$ cat src/rtl/core/lr_pkg.sv
// lr_pkg: shared constants and controller/datapath interface types for
// the line rasterizer core. No dependencies.
`default_nettype none

package lr_pkg;

  // default grid coordinate width (grid is 2**COORD_BITS square)
  localparam int unsigned CoordBitsDefault = 6;

  // fixed width of every coordinate field on the stream ports
  localparam int unsigned FieldBits = 6;

  // stream payload widths
  localparam int unsigned InDataBits  = 4 * FieldBits;
  localparam int unsigned OutDataBits = 16;

  // commands from controller to datapath
  typedef struct packed {
    logic load;  // capture endpoints and set up the line
    logic step;  // advance one pixel along the major axis
  } lr_cmd_t;

  // status from datapath to controller
  typedef struct packed {
    logic last;  // current pixel is the final one of the line
  } lr_status_t;

endpackage : lr_pkg

`default_nettype wire

$ cat src/rtl/core/lr_ctrl.sv
// lr_ctrl: line rasterizer controller state machine, drives the stream
// handshakes and issues load/step commands. Depends on lr_pkg.
`default_nettype none

module lr_ctrl import lr_pkg::*; (
  input  wire logic       clk_i,
  input  wire logic       rst_ni,
  input  wire logic       in_valid_i,
  output logic            in_ready_o,
  output logic            out_valid_o,
  input  wire logic       out_ready_i,
  input  wire lr_status_t status_i,
  output lr_cmd_t         cmd_o
);

  typedef enum logic [1:0] {
    ST_IDLE = 2'b01,
    ST_RUN  = 2'b10
  } lr_state_e;

  lr_state_e state_q, state_d;
  logic      out_xfer;

  // output transfer happens only while a line is running
  assign out_xfer = (state_q == ST_RUN) && out_ready_i;

  // handshakes and commands
  always_comb begin
    in_ready_o  = 1'b0;
    out_valid_o = 1'b0;
    unique case (state_q)
      ST_IDLE: in_ready_o  = 1'b1;
      ST_RUN:  out_valid_o = 1'b1;
      default: ;
    endcase
    cmd_o.load = in_ready_o && in_valid_i;
    cmd_o.step = out_xfer && !status_i.last;
  end

  // next state
  always_comb begin
    state_d = state_q;
    unique case (state_q)
      ST_IDLE: if (in_valid_i) state_d = ST_RUN;
      ST_RUN:  if (out_xfer && status_i.last) state_d = ST_IDLE;
      default: state_d = ST_IDLE;
    endcase
  end

  // state register
  always_ff @(posedge clk_i or negedge rst_ni) begin
    if (!rst_ni) begin
      state_q <= ST_IDLE;
    end else begin
      state_q <= state_d;
    end
  end

endmodule : lr_ctrl

`default_nettype wire

$ cat src/rtl/core/lr_datapath.sv
// lr_datapath: line setup (deltas, axis, ordering) and the Bresenham
// stepping registers of the line rasterizer. Depends on lr_pkg.
`default_nettype none

module lr_datapath import lr_pkg::*; #(
  parameter int unsigned CoordBits = CoordBitsDefault
) (
  input  wire logic                 clk_i,
  input  wire logic                 rst_ni,
  input  wire lr_cmd_t              cmd_i,
  input  wire logic [FieldBits-1:0] x_start_i,
  input  wire logic [FieldBits-1:0] y_start_i,
  input  wire logic [FieldBits-1:0] x_end_i,
  input  wire logic [FieldBits-1:0] y_end_i,
  output logic      [FieldBits-1:0] pixel_x_o,
  output logic      [FieldBits-1:0] pixel_y_o,
  output lr_status_t                status_o
);

  // error term spans about -2*major..2*major plus sign
  localparam int unsigned ErrBits = CoordBits + 3;

  typedef logic [CoordBits-1:0]      coord_t;
  typedef logic signed [ErrBits-1:0] err_t;

  coord_t ax, ay, bx, by, dx, dy;
  coord_t mj0, mn0, mj1, mn1;
  coord_t mj_lo, mn_lo, mn_hi;
  coord_t mj_d_delta, mn_d_delta;
  logic   y_major, swap;

  coord_t mj_q, mj_d, mn_q, mn_d;
  coord_t steps_q, steps_d;
  coord_t major_delta_q, minor_delta_q;
  logic   y_major_q, down_q;
  err_t   err_q, err_d;
  err_t   inc_diag, inc_flat;

  // mask coordinates to the grid
  assign ax = x_start_i[CoordBits-1:0];
  assign ay = y_start_i[CoordBits-1:0];
  assign bx = x_end_i[CoordBits-1:0];
  assign by = y_end_i[CoordBits-1:0];

  // line setup: deltas, major axis, endpoint ordering
  always_comb begin
    dx      = (ax > bx) ? ax - bx : bx - ax;
    dy      = (ay > by) ? ay - by : by - ay;
    y_major = dy > dx;
    mj0     = y_major ? ay : ax;
    mn0     = y_major ? ax : ay;
    mj1     = y_major ? by : bx;
    mn1     = y_major ? bx : by;
    mj_d_delta = y_major ? dy : dx;
    mn_d_delta = y_major ? dx : dy;
    swap    = mj0 > mj1;
    mj_lo   = swap ? mj1 : mj0;
    mn_lo   = swap ? mn1 : mn0;
    mn_hi   = swap ? mn0 : mn1;
  end

  // error increments for the stored deltas
  assign inc_flat = err_t'({minor_delta_q, 1'b0});
  assign inc_diag = err_t'({minor_delta_q, 1'b0}) - err_t'({major_delta_q, 1'b0});

  // stepping
  always_comb begin
    mj_d    = mj_q;
    mn_d    = mn_q;
    err_d   = err_q;
    steps_d = steps_q;
    if (cmd_i.load) begin
      mj_d    = mj_lo;
      mn_d    = mn_lo;
      err_d   = err_t'({mn_d_delta, 1'b0}) - err_t'(mj_d_delta);
      steps_d = mj_d_delta;
    end else if (cmd_i.step) begin
      mj_d    = mj_q + coord_t'(1);
      steps_d = steps_q - coord_t'(1);
      if (err_q > err_t'(0)) begin
        mn_d  = down_q ? mn_q - coord_t'(1) : mn_q + coord_t'(1);
        err_d = err_q + inc_diag;
      end else begin
        err_d = err_q + inc_flat;
      end
    end
  end

  // line state registers
  always_ff @(posedge clk_i or negedge rst_ni) begin
    if (!rst_ni) begin
      mj_q          <= '0;
      mn_q          <= '0;
      err_q         <= '0;
      steps_q       <= '0;
      major_delta_q <= '0;
      minor_delta_q <= '0;
      y_major_q     <= 1'b0;
      down_q        <= 1'b0;
    end else begin
      mj_q    <= mj_d;
      mn_q    <= mn_d;
      err_q   <= err_d;
      steps_q <= steps_d;
      if (cmd_i.load) begin
        major_delta_q <= mj_d_delta;
        minor_delta_q <= mn_d_delta;
        y_major_q     <= y_major;
        down_q        <= mn_hi < mn_lo;
      end
    end
  end

  // current pixel back in x/y order
  assign pixel_x_o     = FieldBits'(y_major_q ? mn_q : mj_q);
  assign pixel_y_o     = FieldBits'(y_major_q ? mj_q : mn_q);
  assign status_o.last = steps_q == '0;

endmodule : lr_datapath

`default_nettype wire

$ cat src/rtl/core/line_rasterizer_core.sv
// line_rasterizer_core: top level of the Bresenham line rasterizer.
// Instantiates lr_ctrl and lr_datapath; depends on lr_pkg.
`default_nettype none

// Takes one line segment per input transfer (two endpoints on a grid of
// 2**COORD_BITS by 2**COORD_BITS pixels; coordinate bits above COORD_BITS
// are ignored) and emits its pixels one per output transfer, from the
// endpoint with the lower major coordinate, with tlast on the final pixel.
// A line is set up when its segment is accepted and then yields
// max(|dx|,|dy|) + 1 pixels, so at most 2**COORD_BITS pixels; the
// single stepping register set of the datapath holds one line at a time,
// and a new segment is taken once the last pixel has been transferred.

module line_rasterizer_core import lr_pkg::*; #(
  parameter int unsigned COORD_BITS = CoordBitsDefault
) (
  input  wire logic                   clk_i,
  input  wire logic                   rst_ni,
  input  wire logic                   s_axis_tvalid_i,
  output logic                        s_axis_tready_o,
  // x_start[5:0], y_start[11:6], x_end[17:12], y_end[23:18]
  input  wire logic [InDataBits-1:0]  s_axis_tdata_i,
  output logic                        m_axis_tvalid_o,
  input  wire logic                   m_axis_tready_i,
  // pixel_x[5:0], pixel_y[11:6], zero[15:12]
  output logic      [OutDataBits-1:0] m_axis_tdata_o,
  // last_pixel
  output logic                        m_axis_tlast_o
);

  lr_cmd_t              cmd;
  lr_status_t           status;
  logic [FieldBits-1:0] pixel_x, pixel_y;

  // controller
  lr_ctrl u_ctrl (
    .clk_i       (clk_i),
    .rst_ni      (rst_ni),
    .in_valid_i  (s_axis_tvalid_i),
    .in_ready_o  (s_axis_tready_o),
    .out_valid_o (m_axis_tvalid_o),
    .out_ready_i (m_axis_tready_i),
    .status_i    (status),
    .cmd_o       (cmd)
  );

  // datapath
  lr_datapath #(
    .CoordBits (COORD_BITS)
  ) u_datapath (
    .clk_i     (clk_i),
    .rst_ni    (rst_ni),
    .cmd_i     (cmd),
    .x_start_i (s_axis_tdata_i[FieldBits-1:0]),
    .y_start_i (s_axis_tdata_i[2*FieldBits-1:FieldBits]),
    .x_end_i   (s_axis_tdata_i[3*FieldBits-1:2*FieldBits]),
    .y_end_i   (s_axis_tdata_i[4*FieldBits-1:3*FieldBits]),
    .pixel_x_o (pixel_x),
    .pixel_y_o (pixel_y),
    .status_o  (status)
  );

  // output packing
  assign m_axis_tdata_o = OutDataBits'({pixel_y, pixel_x});
  assign m_axis_tlast_o = status.last;

endmodule : line_rasterizer_core

`default_nettype wire

$ cat config.mk
export PLATFORM = sky130hd
export DESIGN_NAME = line_rasterizer_core
export DESIGN_NICKNAME = d
export VERILOG_FILES = /design/src/rtl/core/lr_pkg.sv /design/src/rtl/core/lr_ctrl.sv /design/src/rtl/core/lr_datapath.sv /design/src/rtl/core/line_rasterizer_core.sv
export SDC_FILE = /design/constraint.sdc
export NUM_CORES = 1
export LEC_CHECK = 0
export ABC_AREA = 1
export BUFFER_PORTS_ARGS = -buffer_cell sky130_fd_sc_hd__buf_2
export CAP_MARGIN = 15
export CELL_PAD_IN_SITES_DETAIL_PLACEMENT = 1
export CELL_PAD_IN_SITES_GLOBAL_PLACEMENT = 1
export CORE_MARGIN = 2
export CORE_UTILIZATION = 40
export DETAILED_ROUTE_END_ITERATION = 7
export PLACE_DENSITY_LB_ADDON = 0.1
export SKIP_CTS_REPAIR_TIMING = 1
export SYNTH_ARGS = -nofsm -noshare
export SYNTH_HDL_FRONTEND = slang
export SYNTH_SLANG_ARGS = --single-unit
$ cat constraint.sdc
create_clock -name clk_i -period 2.9 [get_ports clk_i]
set_clock_uncertainty 0.2 [all_clocks]
set_input_delay 0.58 -clock clk_i [delete_from_list [all_inputs] [get_ports clk_i]]
set_output_delay 0.58 -clock clk_i [all_outputs]
set_load 0.005 [all_outputs]
==> qor.yml <==
timing:
  post-route-min-period_ns: 5.232
  fin_ws_ns: -2.332
  grt_setup_unrepaired: "yes"
  finalHoldViolations: 0
  max_freq_ghz: 0.1911
  worst_pin_slew_ns: 0.8695
  maxSlewViolCount: 0
  maxSlewHeadroom_pct: 41.82
  fin_crit_sh_pct: 180.4
  setup_violations: 41
cells_and_area:
  antenna_cells: 0
  fin_cells: 1175
  area_delta_synth_final_pct: 50.32
  layout-drive-gt1-share_pct: 40.14
  layout.nets: 1098
  final_cell_area_mm2: 0.008014
  fillCellCount: 1689
cts:
  cts_max_level: 2
  cts-root-buf: "clkbuf_16"
  cts_tree: "built"
  clock_path_buffers: 2
  path_clk_slew_ns: 0.07
  cts.sinks: 43
  clkLatencyLatePin_ns: 0.29
  cts_buffers: 5
drt:
  drtPass1Iterations: 5
  routedWlPerCell_um: 19.85
  drtAntennaViolNets: 0
  via_per_inst: 5.481
  via_count: 6440
  dr.first_iter.drc_count: 249
  drc: 0
  drt_wl_total_mm: 23.33
placement:
  dp_cells: 1128
  gp_congestion: 0.8765
  port-buffer-count: 42
  dp_hpwl_mm: 14.96
  placedInstanceArea_mm2: 0.006904
floorplanning:
  core_mm2: 0.01314
  die-width_um: 119.5
  die_area_mm2: 0.01427
  io_pins: 47
  rows: 42
  initial_utilization_pct: 40.58
  fp.dieH_um: 119.5
setup_path:
  crit_path_max_incr_delay_ns: 0.29
  worst_setup_path_end_kind: "register"
  r2r_setup_slack_ns: -0.62
  slowest_stage: "ha_1"
  worstPathRequired_ns: 2.93
  arrival_ns: 5.26
  path_class: "input pin to register"
  cp_max_fo: 8
  cpMostUsedCell: "nand2_1"
  startpoint_type: "input pin"
run_status:
  outcome: "finished with violations"
  failed_checks: "negative setup slack"
grt:
  antenna_found_initial: 0
  grt_overflow: 0
  grt_pass1_wl_mm: 29.13
  track_usage_pct: 25.06
  grt_max_degree: 34
  grt_pass1_vias: 6203
synth:
  synth_edf_count: 0
  synth.largest_area_cell: "dfrtp_1"
  synthesis.area_mm2: 0.005331
  synth.avg_cell_area_um2: 6.698
  synth_cell_types: 46
  seq_area_frac_synth_pct: 20.21
  yosys_warnings: 0
  ys_ff_latch: 43
  synthTopCellsByArea: "dfrtp_1 20%, nand2_1 16%, ha_1 15%, inv_1 8.4%, o21ai_0 4.3%"
  synthTopCellsByCount: "225 x nand2_1, 119 x inv_1, 64 x ha_1"
  async_flop_share_pct: 100.0
  synth_most_common_cell: "nand2_1"
  syn_inst: 796
  synthFlopType: "dfrtp_1"
  yosys.area.top_type_share_pct: 19.71
min_path:
  hold_class: "input pin to async pin"
job:
  cap_violations: 0
power_and_ir_drop:
  power_density_mw_per_mm2: 1504
  irDropWorstVdd_v: 0.0004818
  leakage_nw: 4.142
## sequential cells by signal (all words and copies together) (netlist names)
signal / flops
u_datapath.err_q: 9
u_datapath.major_delta_q: 6
u_datapath.minor_delta_q: 6
u_datapath.mj_q: 6
u_datapath.mn_q: 6
u_datapath.steps_q: 6
u_ctrl.state_q: 2
u_datapath.down_q: 1
u_datapath.y_major_q: 1
## stage by stage
step,power (mW),setup WS (ns),TNS (ns),util (%),hold WS [ns]
2_1_floorplan,6.045,-2.021,-32.19,-,0.08441
3_3_place_gp,8.220,-2.148,-61.79,52.55,0.2690
3_5_place_dp,8.687,-2.473,-68.99,52.55,0.2792
4_1_cts,9.354,-2.182,-56.69,53.68,0.02962
5_1_grt,12.85,-2.499,-59.53,61.00,0.04544
6_report,12.06,-2.332,-53.39,61.00,0.02700
## critical path, delay by kind of cell
family	cells	cell delay, ns
adders and majority gates	4	0.95
and+or+nand+nor	15	1.39
AOI/OAI and AO/OA	7	1.20
buffers and inverters	11	1.14
## cell type report
class	instances	area, um2	area share [%]
Timing Repair Buffer	220	1708	21.31
Sequential cell	43	1077	13.44
Multi-Input combinational cell	604	4370	54.54
Clock inverter	1	5.005	0.06245
Inverter	124	490.5	6.120
Clock buffer	7	142.6	1.780
Tap cell	176	220.2	2.748
## final timing paths
kind | cells past startpoint | start | endpoint
worst max register to register | 20 | u_datapath.minor_delta_q[0] | u_datapath.err_q[8]
min in group clk_i | 2 | u_datapath.err_q[0] | u_datapath.err_q[0]
max in group asynchronous | 2 | rst_ni | u_ctrl.state_q[0]
worst max-delay path | 37 | s_axis_tdata_i[15] | u_datapath.down_q
worst min register to register | 2 | u_datapath.err_q[0] | u_datapath.err_q[0]
worst min-delay path | 1 | rst_ni | u_datapath.mn_q[2]
## cell usage in the layout, fill, tap and decap left out, drive strengths merged, types with 2 or more instances in the layout
cell type / Yosys / final
a211oi: 2 / 2
inv: 124 / 124
o21a: 3 / 3
nand2: 232 / 232
xor2: 17 / 17
a21o: 2 / 2
clkbuf: 8 / 9
mux2i: 2 / 2
nand4: 10 / 10
conb: 1 / 4
a21oi: 38 / 38
o221ai: 6 / 6
o211ai: 9 / 9
nor2: 55 / 55
o21ai: 73 / 73
nor3: 2 / 2
a22oi: 4 / 4
o22ai: 5 / 5
or2: 5 / 5
nand3: 43 / 43
and2: 2 / 2
fa: 8 / 8
buf: 20 / 218
ha: 64 / 64
dfrtp: 42 / 42
a31oi: 6 / 6
xnor2: 8 / 8
## metal layers
metal | wire [um] | global-route usage, %
met5 | 0 | 0
met4 | 1191 | 6.176
met3 | 918 | 1.485
met2 | 12500 | 48.54
met1 | 8715 | 29.82
## cell families after synthesis
logic type      share of synthesized area (%)
xor+xnor                                4.107
simple gates                            27.81
other cells                           0.07034
buf+inv                                 12.27
mux                                    0.3755
fa+ha+maj                               18.02
flops                                   20.21
compound gates                          17.13
## power breakdown
| group | internal (mW) | switching (mW) | total (mW) | leakage [nW] |
|---|---|---|---|---|
| clock network | 0.342 | 0.249 | 0.591 | 0.0739 |
| registers | 0.919 | 0.292 | 1.21 | 0.512 |
| logic | 4.68 | 5.58 | 10.3 | 3.56 |
| total | 5.94 | 6.12 | 12.1 | 4.14 |
No activity file was read; power rests on OpenSTA's default activity.
